**src/sv/rps_pkg.sv**
```systemverilog
// Package for the random permutation shuffle core.
// Holds the beat structs and the fixed widths and constants that the core and the
// modulo unit share. No dependencies.
`timescale 1ns / 1ps

package rps_pkg;

    // Generator and field widths
    localparam int GEN_W   = 32;
    localparam int COUNT_W = 7;
    localparam int POS_W   = 6;
    localparam int LABEL_W = 6;

    // xorshift32 shift amounts
    localparam int SHIFT_A = 13;
    localparam int SHIFT_B = 17;
    localparam int SHIFT_C = 5;

    // Modulo unit: dividend bits retired per cycle
    localparam int DIV_BITS   = 8;
    localparam int DIV_STEPS  = GEN_W / DIV_BITS;
    localparam int DIV_STEP_W = $clog2(DIV_STEPS);

    typedef struct packed {
        logic [GEN_W-1:0]   seed;
        logic [COUNT_W-1:0] item_count;
    } rps_request_t;

    typedef struct packed {
        logic [POS_W-1:0]   position;
        logic [LABEL_W-1:0] label;
        logic               last;
        logic [GEN_W-1:0]   seed_after;
    } rps_result_t;

endpackage

```
**src/sv/rps_modulo.sv**
```systemverilog
// Iterative modulo unit: 32-bit dividend mod a narrow divisor.
// Restoring shift-subtract, DIV_BITS dividend bits per cycle. Depends on rps_pkg.
`timescale 1ns / 1ps

module rps_modulo #(
    parameter int DW = 7
) (
    input  logic                   clk,
    input  logic                   rst_n,
    input  logic                   start,
    input  logic [rps_pkg::GEN_W-1:0] dividend,
    input  logic [DW-1:0]          divisor,
    output logic                   done,
    output logic [DW-1:0]          remainder
);
    import rps_pkg::*;

    logic                  active_reg, active_next;
    logic                  done_reg, done_next;
    logic [DIV_STEP_W-1:0] step_reg, step_next;
    logic [GEN_W-1:0]      dvd_reg, dvd_next;
    logic [DW-1:0]         dsr_reg, dsr_next;
    logic [DW-1:0]         rem_reg, rem_next;
    logic [DW-1:0]         rem_step;

    // DIV_BITS restoring steps on a remainder of DW bits
    always_comb
    begin
        logic [DW:0]   trial;
        logic [DW-1:0] r;
        r = rem_reg;
        for (int b = 0; b < DIV_BITS; b++)
        begin
            trial = {r, dvd_reg[GEN_W-1-b]};
            if (trial >= {1'b0, dsr_reg})
            begin
                trial = trial - {1'b0, dsr_reg};
            end
            r = trial[DW-1:0];
        end
        rem_step = r;
    end

    always_comb
    begin
        active_next = active_reg;
        done_next   = 1'b0;
        step_next   = step_reg;
        dvd_next    = dvd_reg;
        dsr_next    = dsr_reg;
        rem_next    = rem_reg;
        if (start)
        begin
            active_next = 1'b1;
            step_next   = '0;
            dvd_next    = dividend;
            dsr_next    = divisor;
            rem_next    = '0;
        end
        else if (active_reg)
        begin
            rem_next  = rem_step;
            dvd_next  = dvd_reg << DIV_BITS;
            step_next = step_reg + DIV_STEP_W'(1);
            if (step_reg == DIV_STEP_W'(DIV_STEPS - 1))
            begin
                active_next = 1'b0;
                done_next   = 1'b1;
            end
        end
    end

    always_ff @(posedge clk or negedge rst_n)
    begin
        if (!rst_n)
        begin
            active_reg <= 1'b0;
            done_reg   <= 1'b0;
            step_reg   <= '0;
        end
        else
        begin
            active_reg <= active_next;
            done_reg   <= done_next;
            step_reg   <= step_next;
        end
    end

    always_ff @(posedge clk)
    begin
        dvd_reg <= dvd_next;
        dsr_reg <= dsr_next;
        rem_reg <= rem_next;
    end

    assign done      = done_reg;
    assign remainder = rem_reg;

endmodule

```
**src/sv/random_permutation_shuffle_core.sv**
```systemverilog
// Top level of the random permutation shuffle core: sequencer, order and label stores.
// Depends on rps_pkg and rps_modulo.
`timescale 1ns / 1ps

// Usage
// - Request beat: drive request (seed, item_count) and raise start; the beat is taken
//   at a rising edge with start high and busy low. busy stays high until the last
//   result has been registered.
// - Result beats: n of them, for positions 0..n-1 in order, each on result for one
//   cycle with valid high. The last carries last = 1 and the advanced seed; seed_after
//   reads zero on the others. The receiver cannot stall; no back-pressure exists.
// - Counts above MAX_ITEMS saturate to MAX_ITEMS. A count of zero gives no results
//   and busy never rises.
// - Sequence for a count n >= 2, start to last result: fill the order store, run n - 1
//   swaps, invert the order into the label store, then emit the results.
//   Each swap is dominated by the modulo unit: four 8-bit restoring steps and a done
//   step, then a read and two writes through the single write port of the order
//   store. A count of one skips the swaps.
// - Reset clears the sequencer, the generator and the result strobe; the stores are
//   not cleared, as every request fills what it reads.
module random_permutation_shuffle_core #(
    parameter int MAX_ITEMS = 64
) (
    input  logic                  clk,
    input  logic                  rst_n,
    input  logic                  start,
    input  rps_pkg::rps_request_t request,
    output logic                  busy,
    output logic                  valid,
    output rps_pkg::rps_result_t  result
);
    import rps_pkg::*;

    localparam int IW = (MAX_ITEMS > 2) ? $clog2(MAX_ITEMS) : 1; // store index
    localparam int CW = $clog2(MAX_ITEMS + 1);                   // count / divisor
    localparam int SW = (CW > COUNT_W) ? CW : COUNT_W;           // saturation compare

    // Sequencer codes
    localparam logic [3:0] S_IDLE   = 4'd0;
    localparam logic [3:0] S_INIT   = 4'd1;
    localparam logic [3:0] S_GEN    = 4'd2;
    localparam logic [3:0] S_DIV    = 4'd3;
    localparam logic [3:0] S_RD     = 4'd4;
    localparam logic [3:0] S_WR_I   = 4'd5;
    localparam logic [3:0] S_WR_J   = 4'd6;
    localparam logic [3:0] S_INV_RD = 4'd7;
    localparam logic [3:0] S_INV_WR = 4'd8;
    localparam logic [3:0] S_OUT_RD = 4'd9;
    localparam logic [3:0] S_OUT_WR = 4'd10;

    function automatic logic [GEN_W-1:0] xorshift32(input logic [GEN_W-1:0] s);
        logic [GEN_W-1:0] x;
        x = s ^ (s << SHIFT_A);
        x = x ^ (x >> SHIFT_B);
        x = x ^ (x << SHIFT_C);
        return x;
    endfunction

    logic [3:0]       state_reg, state_next;
    logic [GEN_W-1:0] gen_reg, gen_next;
    logic [CW-1:0]    count_reg, count_next;
    logic [IW-1:0]    idx_reg, idx_next;
    logic [IW-1:0]    j_reg, j_next;
    logic             valid_reg, valid_next;
    rps_result_t      result_reg, result_next;

    // Stores
    logic [IW-1:0] order_mem [MAX_ITEMS];
    logic [IW-1:0] label_mem [MAX_ITEMS];
    logic [IW-1:0] order_rd_a_reg, order_rd_b_reg, label_rd_reg;
    logic          order_we, label_we;
    logic [IW-1:0] order_waddr, order_wdata, order_ra, order_rb;
    logic [IW-1:0] label_waddr, label_wdata, label_ra;

    // Request count, saturated
    logic [SW-1:0] req_count;
    logic [CW-1:0] sat_count;
    logic [IW-1:0] last_idx;
    logic [GEN_W-1:0] gen_adv;

    // Modulo unit link
    logic          div_start, div_done;
    logic [CW-1:0] div_divisor, div_rem;

    assign req_count = SW'(request.item_count);
    assign sat_count = (req_count > SW'(MAX_ITEMS)) ? CW'(MAX_ITEMS) : CW'(req_count);
    assign last_idx  = IW'(count_reg - CW'(1));
    assign gen_adv   = xorshift32(gen_reg);

    assign div_start   = (state_reg == S_GEN);
    assign div_divisor = CW'(idx_reg) + CW'(1);

    rps_modulo #(
        .DW(CW)
    ) u_modulo (
        .clk       (clk),
        .rst_n     (rst_n),
        .start     (div_start),
        .dividend  (gen_adv),
        .divisor   (div_divisor),
        .done      (div_done),
        .remainder (div_rem)
    );

    // Sequencer
    always_comb
    begin
        state_next  = state_reg;
        gen_next    = gen_reg;
        count_next  = count_reg;
        idx_next    = idx_reg;
        j_next      = j_reg;
        valid_next  = 1'b0;
        result_next = result_reg;

        order_we    = 1'b0;
        order_waddr = idx_reg;
        order_wdata = idx_reg;
        order_ra    = idx_reg;
        order_rb    = j_reg;
        label_we    = 1'b0;
        label_waddr = order_rd_a_reg;
        label_wdata = idx_reg;
        label_ra    = idx_reg;

        case (state_reg)
            S_IDLE:
            begin
                if (start)
                begin
                    gen_next   = request.seed;
                    count_next = sat_count;
                    idx_next   = '0;
                    if (sat_count != '0)
                    begin
                        state_next = S_INIT;
                    end
                end
            end
            S_INIT:
            begin
                // identity order, one entry a cycle
                order_we = 1'b1;
                if (idx_reg == last_idx)
                begin
                    state_next = (idx_reg == '0) ? S_INV_RD : S_GEN;
                end
                else
                begin
                    idx_next = idx_reg + IW'(1);
                end
            end
            S_GEN:
            begin
                gen_next   = gen_adv;
                state_next = S_DIV;
            end
            S_DIV:
            begin
                if (div_done)
                begin
                    j_next     = IW'(div_rem);
                    state_next = S_RD;
                end
            end
            S_RD:
            begin
                state_next = S_WR_I;
            end
            S_WR_I:
            begin
                order_we    = 1'b1;
                order_waddr = idx_reg;
                order_wdata = order_rd_b_reg;
                state_next  = S_WR_J;
            end
            S_WR_J:
            begin
                order_we    = 1'b1;
                order_waddr = j_reg;
                order_wdata = order_rd_a_reg;
                if (idx_reg == IW'(1))
                begin
                    idx_next   = '0;
                    state_next = S_INV_RD;
                end
                else
                begin
                    idx_next   = idx_reg - IW'(1);
                    state_next = S_GEN;
                end
            end
            S_INV_RD:
            begin
                state_next = S_INV_WR;
            end
            S_INV_WR:
            begin
                // label[order[k]] = k
                label_we = 1'b1;
                if (idx_reg == last_idx)
                begin
                    idx_next   = '0;
                    state_next = S_OUT_RD;
                end
                else
                begin
                    idx_next   = idx_reg + IW'(1);
                    state_next = S_INV_RD;
                end
            end
            S_OUT_RD:
            begin
                state_next = S_OUT_WR;
            end
            S_OUT_WR:
            begin
                valid_next           = 1'b1;
                result_next.position = POS_W'(idx_reg);
                result_next.label    = LABEL_W'(label_rd_reg);
                result_next.last     = (idx_reg == last_idx);
                result_next.seed_after = (idx_reg == last_idx) ? gen_reg : '0;
                if (idx_reg == last_idx)
                begin
                    state_next = S_IDLE;
                end
                else
                begin
                    idx_next   = idx_reg + IW'(1);
                    state_next = S_OUT_RD;
                end
            end
            default:
            begin
                state_next = S_IDLE;
            end
        endcase
    end

    always_ff @(posedge clk or negedge rst_n)
    begin
        if (!rst_n)
        begin
            state_reg <= S_IDLE;
            gen_reg   <= '0;
            count_reg <= '0;
            idx_reg   <= '0;
            j_reg     <= '0;
            valid_reg <= 1'b0;
        end
        else
        begin
            state_reg <= state_next;
            gen_reg   <= gen_next;
            count_reg <= count_next;
            idx_reg   <= idx_next;
            j_reg     <= j_next;
            valid_reg <= valid_next;
        end
    end

    always_ff @(posedge clk)
    begin
        result_reg <= result_next;
    end

    // Order store: one write, two registered reads
    always_ff @(posedge clk)
    begin
        if (order_we)
        begin
            order_mem[order_waddr] <= order_wdata;
        end
        order_rd_a_reg <= order_mem[order_ra];
        order_rd_b_reg <= order_mem[order_rb];
    end

    // Label store: one write, one registered read
    always_ff @(posedge clk)
    begin
        if (label_we)
        begin
            label_mem[label_waddr] <= label_wdata;
        end
        label_rd_reg <= label_mem[label_ra];
    end

    assign busy   = (state_reg != S_IDLE);
    assign valid  = valid_reg;
    assign result = result_reg;

`ifndef ASSERT_OFF
    a_valid_from_emit: assert property (@(posedge clk) disable iff (!rst_n)
        valid |-> $past(state_reg) == S_OUT_WR)
        else $error("result beat outside the emit step");

    a_last_ends_request: assert property (@(posedge clk) disable iff (!rst_n)
        valid && result.last |=> !valid)
        else $error("result beat straight after the last beat");

    a_seed_only_on_last: assert property (@(posedge clk) disable iff (!rst_n)
        valid && !result.last |-> result.seed_after == '0)
        else $error("seed_after set on a non-final beat");

    a_div_done_waited: assert property (@(posedge clk) disable iff (!rst_n)
        div_done |-> state_reg == S_DIV)
        else $error("modulo result while sequencer not waiting");

    a_busy_on_accept: assert property (@(posedge clk) disable iff (!rst_n)
        start && !busy && sat_count != '0 |=> busy)
        else $error("non-empty request taken without raising busy");
`endif

endmodule
```
**config.mk**
```make
export PLATFORM = sky130hd
export DESIGN_NAME = random_permutation_shuffle_core
export DESIGN_NICKNAME = d
export VERILOG_FILES = /design/src/sv/rps_pkg.sv /design/src/sv/rps_modulo.sv /design/src/sv/random_permutation_shuffle_core.sv
export SDC_FILE = /design/constraint.sdc
export NUM_CORES = 1
export LEC_CHECK = 0
export ABC_AREA = 1
export ABC_CLOCK_PERIOD_IN_PS = 17200
export BUFFER_PORTS_ARGS = -buffer_cell sky130_fd_sc_hd__clkbuf_2
export CORE_MARGIN = 2
export CORE_UTILIZATION = 60
export DETAILED_ROUTE_END_ITERATION = 8
export PLACE_DENSITY_LB_ADDON = 0.15
export SKIP_CTS_REPAIR_TIMING = 1
export SLEW_MARGIN = 30
export SYNTH_ARGS = -nofsm -noshare
export SYNTH_HDL_FRONTEND = slang
export SYNTH_SLANG_ARGS = --single-unit
```
**constraint.sdc**
```tcl
create_clock -name clk -period 17.2 [get_ports clk]
set_clock_uncertainty 0.1 [all_clocks]
set_input_delay 0 -clock clk [delete_from_list [all_inputs] [get_ports clk]]
set_output_delay 0 -clock clk [all_outputs]
set_load 0.01 [all_outputs]
```
==> out/qor.yml, run 1 <==
rsz0062_at_grt: "no"
grt.total_usage_pct: 31.02
combinationalPowerShare_pct: 0.6
final_nets: 4505
async_flop_share_pct: 6.303
final_max_slew_viol_count: 0
die_x_um: 277.0
path_class: "reg2reg"
power.switching_mw: 0.9020
core_area_mm2: 0.07407
first_iter_violations: 4323
top_layer_used: "met4"
final_cell_mix: "edfxtp_1, o21ai_0, nor2_1, nand2_1, inv_1"
syn_inst: 4359
cpPeakStageDelay_ps: 690
gp_congestion: 0.9440
setup_viol: 0
clk_path_buf_depth: 3
num_vias: 34031
antenna_found_initial: 0
yosysSeqAreaShare_pct: 61.66
power.share.clock_pct: 45.9
fin_tns_setup_ps: 0
grt_pass1_vias: 31461
drt-total-wl_um: 122400
critPathRequiredTime_ps: 17660
syn_area_mm2: 0.04470
path_clk_slew_ps: 60
period_share_pct: 85.37
synth_cell_types: 51
cts_tree: "yes"
end_kind: "flop"
postRouteAntennaNets: 0
fin_crit_ps: 14680
hold_violations: 0
max_slew_margin_pct: 34.20
final_common_cell: "edfxtp_1"
critical_path.top_delay_family: "compound AO/OA/AOI/OAI gates"
viasPerCell: 6.251
drt_pass1_iterations: 7
num_rows: 100
io_buffers: 88
pin_count: 89
hold_path_class: "in2reg"
syn_nets: 4470
area_growth_pct: 11.16
max_freq_mhz: 68.11
synth_seq_cells: 936
p_seq_share_pct: 53.4
synth_edf_count: 852
critPathBufInv: 14
yosysWarnings: 0
worstPathMaxFanout: 10
met2_wirelength_um: 58150
synth_area_per_cell_um2: 10.26
drc: 0
htree_levels: 3
status: "complete, no violations"
die_y_um: 277.0
dp_hpwl_um: 73840
drive_above_1_share_pct: 7.777
swShare_pct: 19.68
grt_max_degree: 224
start_util_pct: 60.35
critPathMostFrequentCell: "nand2_1"
cp_slowest_cell: "edfxtp_1"
internal_power_mw: 3.681
cp.arrival_ps: 15140
clock_sinks: 936
placed_cells: 5203
ir_worst_vdd_mv: 0.09239
worstSkewPairLatency_ps: 670
wl_met1_um: 48460
worst_pin_slew_ps: 980.9
p_per_area_mw_per_mm2: 92.23
grt_pass1_wl_um: 184300
start_kind: "flop"
num_antenna_cells: 0
wl_met3_um: 11030
dieArea_mm2: 0.07670
max-cap-violations: 0
cts_root_buf: "clkbuf_16"
leakagePower_nw: 19.49
hold_slack_ps: 18.11
grt_overflow: 0
wl_per_cell_um: 22.49
ys.flop_type: "edfxtp_1"
final_cells: 5444
cts_made_buffers: 96
==> synth_stat cells, types with 25 or more instances <==
master	number	area [um2]
ha_1	61	763.2
o22ai_1	68	425.4
nand3_1	189	945.9
a21oi_1	261	1306
xor2_1	50	437.9
dfxtp_1	25	500.5
clkbuf_1	241	904.6
o21ai_0	757	3789
xnor2_1	38	332.8
nor2_1	653	2451
edfxtp_1	852	25580
dfrtp_1	59	1476
nand2_1	433	1625
inv_1	301	1130
o221ai_1	60	525.5
o211ai_1	81	608.1
==> worst register-to-register path, delay by kind of cell (launching register included) <==
| family | cells | cell delay [ps] |
|---|---|---|
| flip-flops | 1 | 690 |
| AND/OR/NAND/NOR | 42 | 4020 |
| AO/OA/AOI/OAI | 24 | 4820 |
| adder cells (fa/ha/maj) | 8 | 3170 |
| buffers and inverters | 14 | 1810 |
==> cell type report <==
class / instances / area, um2
sequential: 936 / 27590
fill: 5587 / 24380
multi-input combinational: 2846 / 15070
clock buffer: 116 / 2499
timing repair buffer: 198 / 1460
tap: 969 / 1212
inverter: 316 / 1199
clock inverter: 63 / 663.1
==> final timing paths <==
path	start	to	slack, ps	depth (start not counted)
max	u_modulo.dsr_reg[1]	u_modulo.remainder[1]	2520	88
min	request[8]	gen_reg[1]	20	3
max reg2reg	u_modulo.dsr_reg[1]	u_modulo.remainder[1]	2520	88
min reg2reg	label_rd_reg[5]	result[38]	310	0
max in group asynchronous	rst_n	j_reg[0]	16020	5
min in group asynchronous	rst_n	valid	380	4
==> layer usage <==
| metal | track usage, % | vias to the layer above |
|---|---|---|
| met5 | 0 | - |
| met4 | 12.01 | 0 |
| met3 | 4.573 | 319 |
| met2 | 50.10 | 1837 |
| met1 | 42.87 | 16243 |
| li1 | - | 15632 |
==> cell families after synthesis <==
logic type / count (synthesis) / synth area share [%]
AOI/OAI and AO/OA: 1330 / 16.83
xor gates and xnor gates: 88 / 1.724
adders and majority gates: 69 / 2.066
buffers and inverters: 577 / 4.853
DFF: 936 / 61.66
and+or+nand+nor: 1359 / 12.87
==> through the flow <==
stage / power, mW / worst slack [ps] / cell area [um2] / util (%)
floorplan: 2.506 / 3969 / 44700 / -
global placement: 2.517 / 2903 / 45890 / 61.96
detailed placement: 2.517 / 2530 / 45890 / 61.96
CTS: 4.586 / 2471 / 49060 / 66.23
global route: 4.681 / 980.5 / 49690 / 67.08
finish: 4.583 / 2517 / 49690 / 67.08
==> power by group through the flow <==
stage	sequential (mW)	combinational, mW	clock [mW]
after floorplan	2.50	0.00894	0
after global placement	2.50	0.0195	0
after detailed placement	2.50	0.0198	0
after CTS	2.45	0.0201	2.12
after global routing	2.45	0.0320	2.20
final	2.45	0.0290	2.10
Note: power is estimated with default switching activity, not from simulation.
==> run 2: changes to the inputs <==
ABC_CLOCK_PERIOD_IN_PS = 12880   (was 17200)
CORE_UTILIZATION = 57   (was 60)
CTS_CLUSTER_SIZE = 40   (was unset)
clock period = 12.88 ns   (was 17.2 ns; I/O delays follow)
==> out/qor.yml, run 2 (synthesized netlist as in run 1, its figures left out) <==
postRouteAntennaNets: 0
core_area_mm2: 0.07759
critical_path.top_delay_family: "compound AO/OA/AOI/OAI gates"
ir_worst_vdd_mv: 0.1040
crit_cells: 89
hold_path_class: "in2async"
die_x_um: 284.0
grt_pass1_vias: 31988
worst_pin_slew_ps: 1061
antenna_found_initial: 1
io_buffers: 88
clk_path_buf_depth: 3
cts_tree: "yes"
critPathBufInv: 16
post-route-util_pct: 64.82
final_common_cell: "edfxtp_1"
pin_count: 89
dieArea_mm2: 0.08068
violations: "negative hold slack"
final_cell_mix: "edfxtp_1, o21ai_0, nor2_1, nand2_1, inv_1"
drive_above_1_share_pct: 9.427
fin_crit_ps: 12210
clock_sinks: 936
wl_met1_um: 50180
met2_wirelength_um: 59590
end_kind: "flop"
dp_hpwl_um: 76540
top_layer_used: "met4"
grt_max_degree: 196
max_freq_mhz: 81.91
final_max_slew_viol_count: 0
grt_pass1_wl_um: 188800
max-cap-violations: 0
hold_slack_ps: -57.04
status: "finished with violations"
gp_congestion: 0.9412
leakagePower_nw: 19.66
htree_levels: 3
setup_viol: 0
first_iter_violations: 4422
grt.total_usage_pct: 30.21
period_share_pct: 94.79
placed_cells: 5301
cpPeakStageDelay_ps: 440
worstPathMaxFanout: 8
worstSkewPairLatency_ps: 690
drt_pass1_iterations: 6
start_util_pct: 57.61
start_kind: "flop"
cts_made_buffers: 97
rr_worst_depth: 89
num_vias: 34114
grt_overflow: 0
fin_total_pwr_mw: 6.033
wl_per_cell_um: 22.64
drc: 0
critPathRequiredTime_ps: 13340
critPathMostFrequentCell: "nand2_1"
area_growth_pct: 12.51
hold_violations: 45
die_y_um: 284.0
num_rows: 102
drt-total-wl_um: 125900
p_per_area_mw_per_mm2: 119.9
final_nets: 4549
max_slew_margin_pct: 29.05
wl_met3_um: 10680
path_clk_slew_ps: 60
cp.arrival_ps: 12670
viasPerCell: 6.136
path_class: "reg2reg"
final_cells: 5560
cp_slowest_cell: "fa_1"
cts_root_buf: "clkbuf_16"
==> run 2: changes by cell type in the layout (fill, tap and decap cells not counted), moves of 4 or more <==
cell and change:
buf_4 +40, ha_1 -14, ha_4 +12, bufinv_16 -7, clkbuf_1 +6, a21oi_1 -5, fa_1 -5, fa_2 +5
a21oi_2 +4, clkinv_1 -4, clkinv_16 +4, o21ai_0 -4
==> run 2: final timing paths <==
kind,start,to,slack (ps)
worst max-delay path,u_modulo.dvd_reg[31],u_modulo.remainder[4],670
worst min-delay path,rst_n,valid,-60
worst max register to register,u_modulo.dvd_reg[31],u_modulo.remainder[4],670
worst min register to register,label_rd_reg[0],result[33],300
max in group asynchronous,rst_n,j_reg[0],12030
min in group clk,request[9],gen_reg[2],20
==> run 2: worst register-to-register path, delay by kind of cell (launching register included) <==
family / cells / cell delay [ps]
compound gates: 25 / 3820
simple gates: 39 / 3570
fa+ha+maj: 9 / 2690
buf+inv: 16 / 1510
flops: 1 / 390
==> run 2: where the power goes <==
group / switching [mW] / total [mW] / leakage (nW) / internal [mW]
Sequential: 0.00329 / 3.27 / 10.6 / 3.27
Clock: 1.21 / 2.72 / 1.48 / 1.51
Combinational: 0.0188 / 0.0386 / 7.63 / 0.0198
Total: 1.24 / 6.03 / 19.7 / 4.80
==> run 2: cell type report <==
type                            instances  area (um2)
Fill cell                            6103       27300
Sequential cell                       936       27590
Multi-Input combinational cell       2846       15340
Antenna cell                            1       2.502
Clock buffer                          123        2535
Inverter                              316        1201
Clock inverter                         57       541.8
Tap cell                             1040        1301
Timing Repair Buffer                  241        1787
==> run 2: stage by stage <==
stage	cell area [um2]	hold slack, ps	setup TNS (ps)	worst slack (ps)
after CTS	49280	-599.9	-3119	-500.2
after global placement	46200	126.6	-177.5	-37.25
after detailed placement	46200	135.6	-2683	-425.8
after floorplan	44710	-395.6	0	87.66
final	50290	-57.04	0	671.6
after global routing	50290	-3.370	-2033	-339.7
==> run 2: per-layer routing <==
metal | vias to the layer above | track usage (%)
li1 | 15744 | -
met1 | 16343 | 41.43
met2 | 1693 | 48.26
met3 | 334 | 4.453
met4 | 0 | 13.30
met5 | - | 0
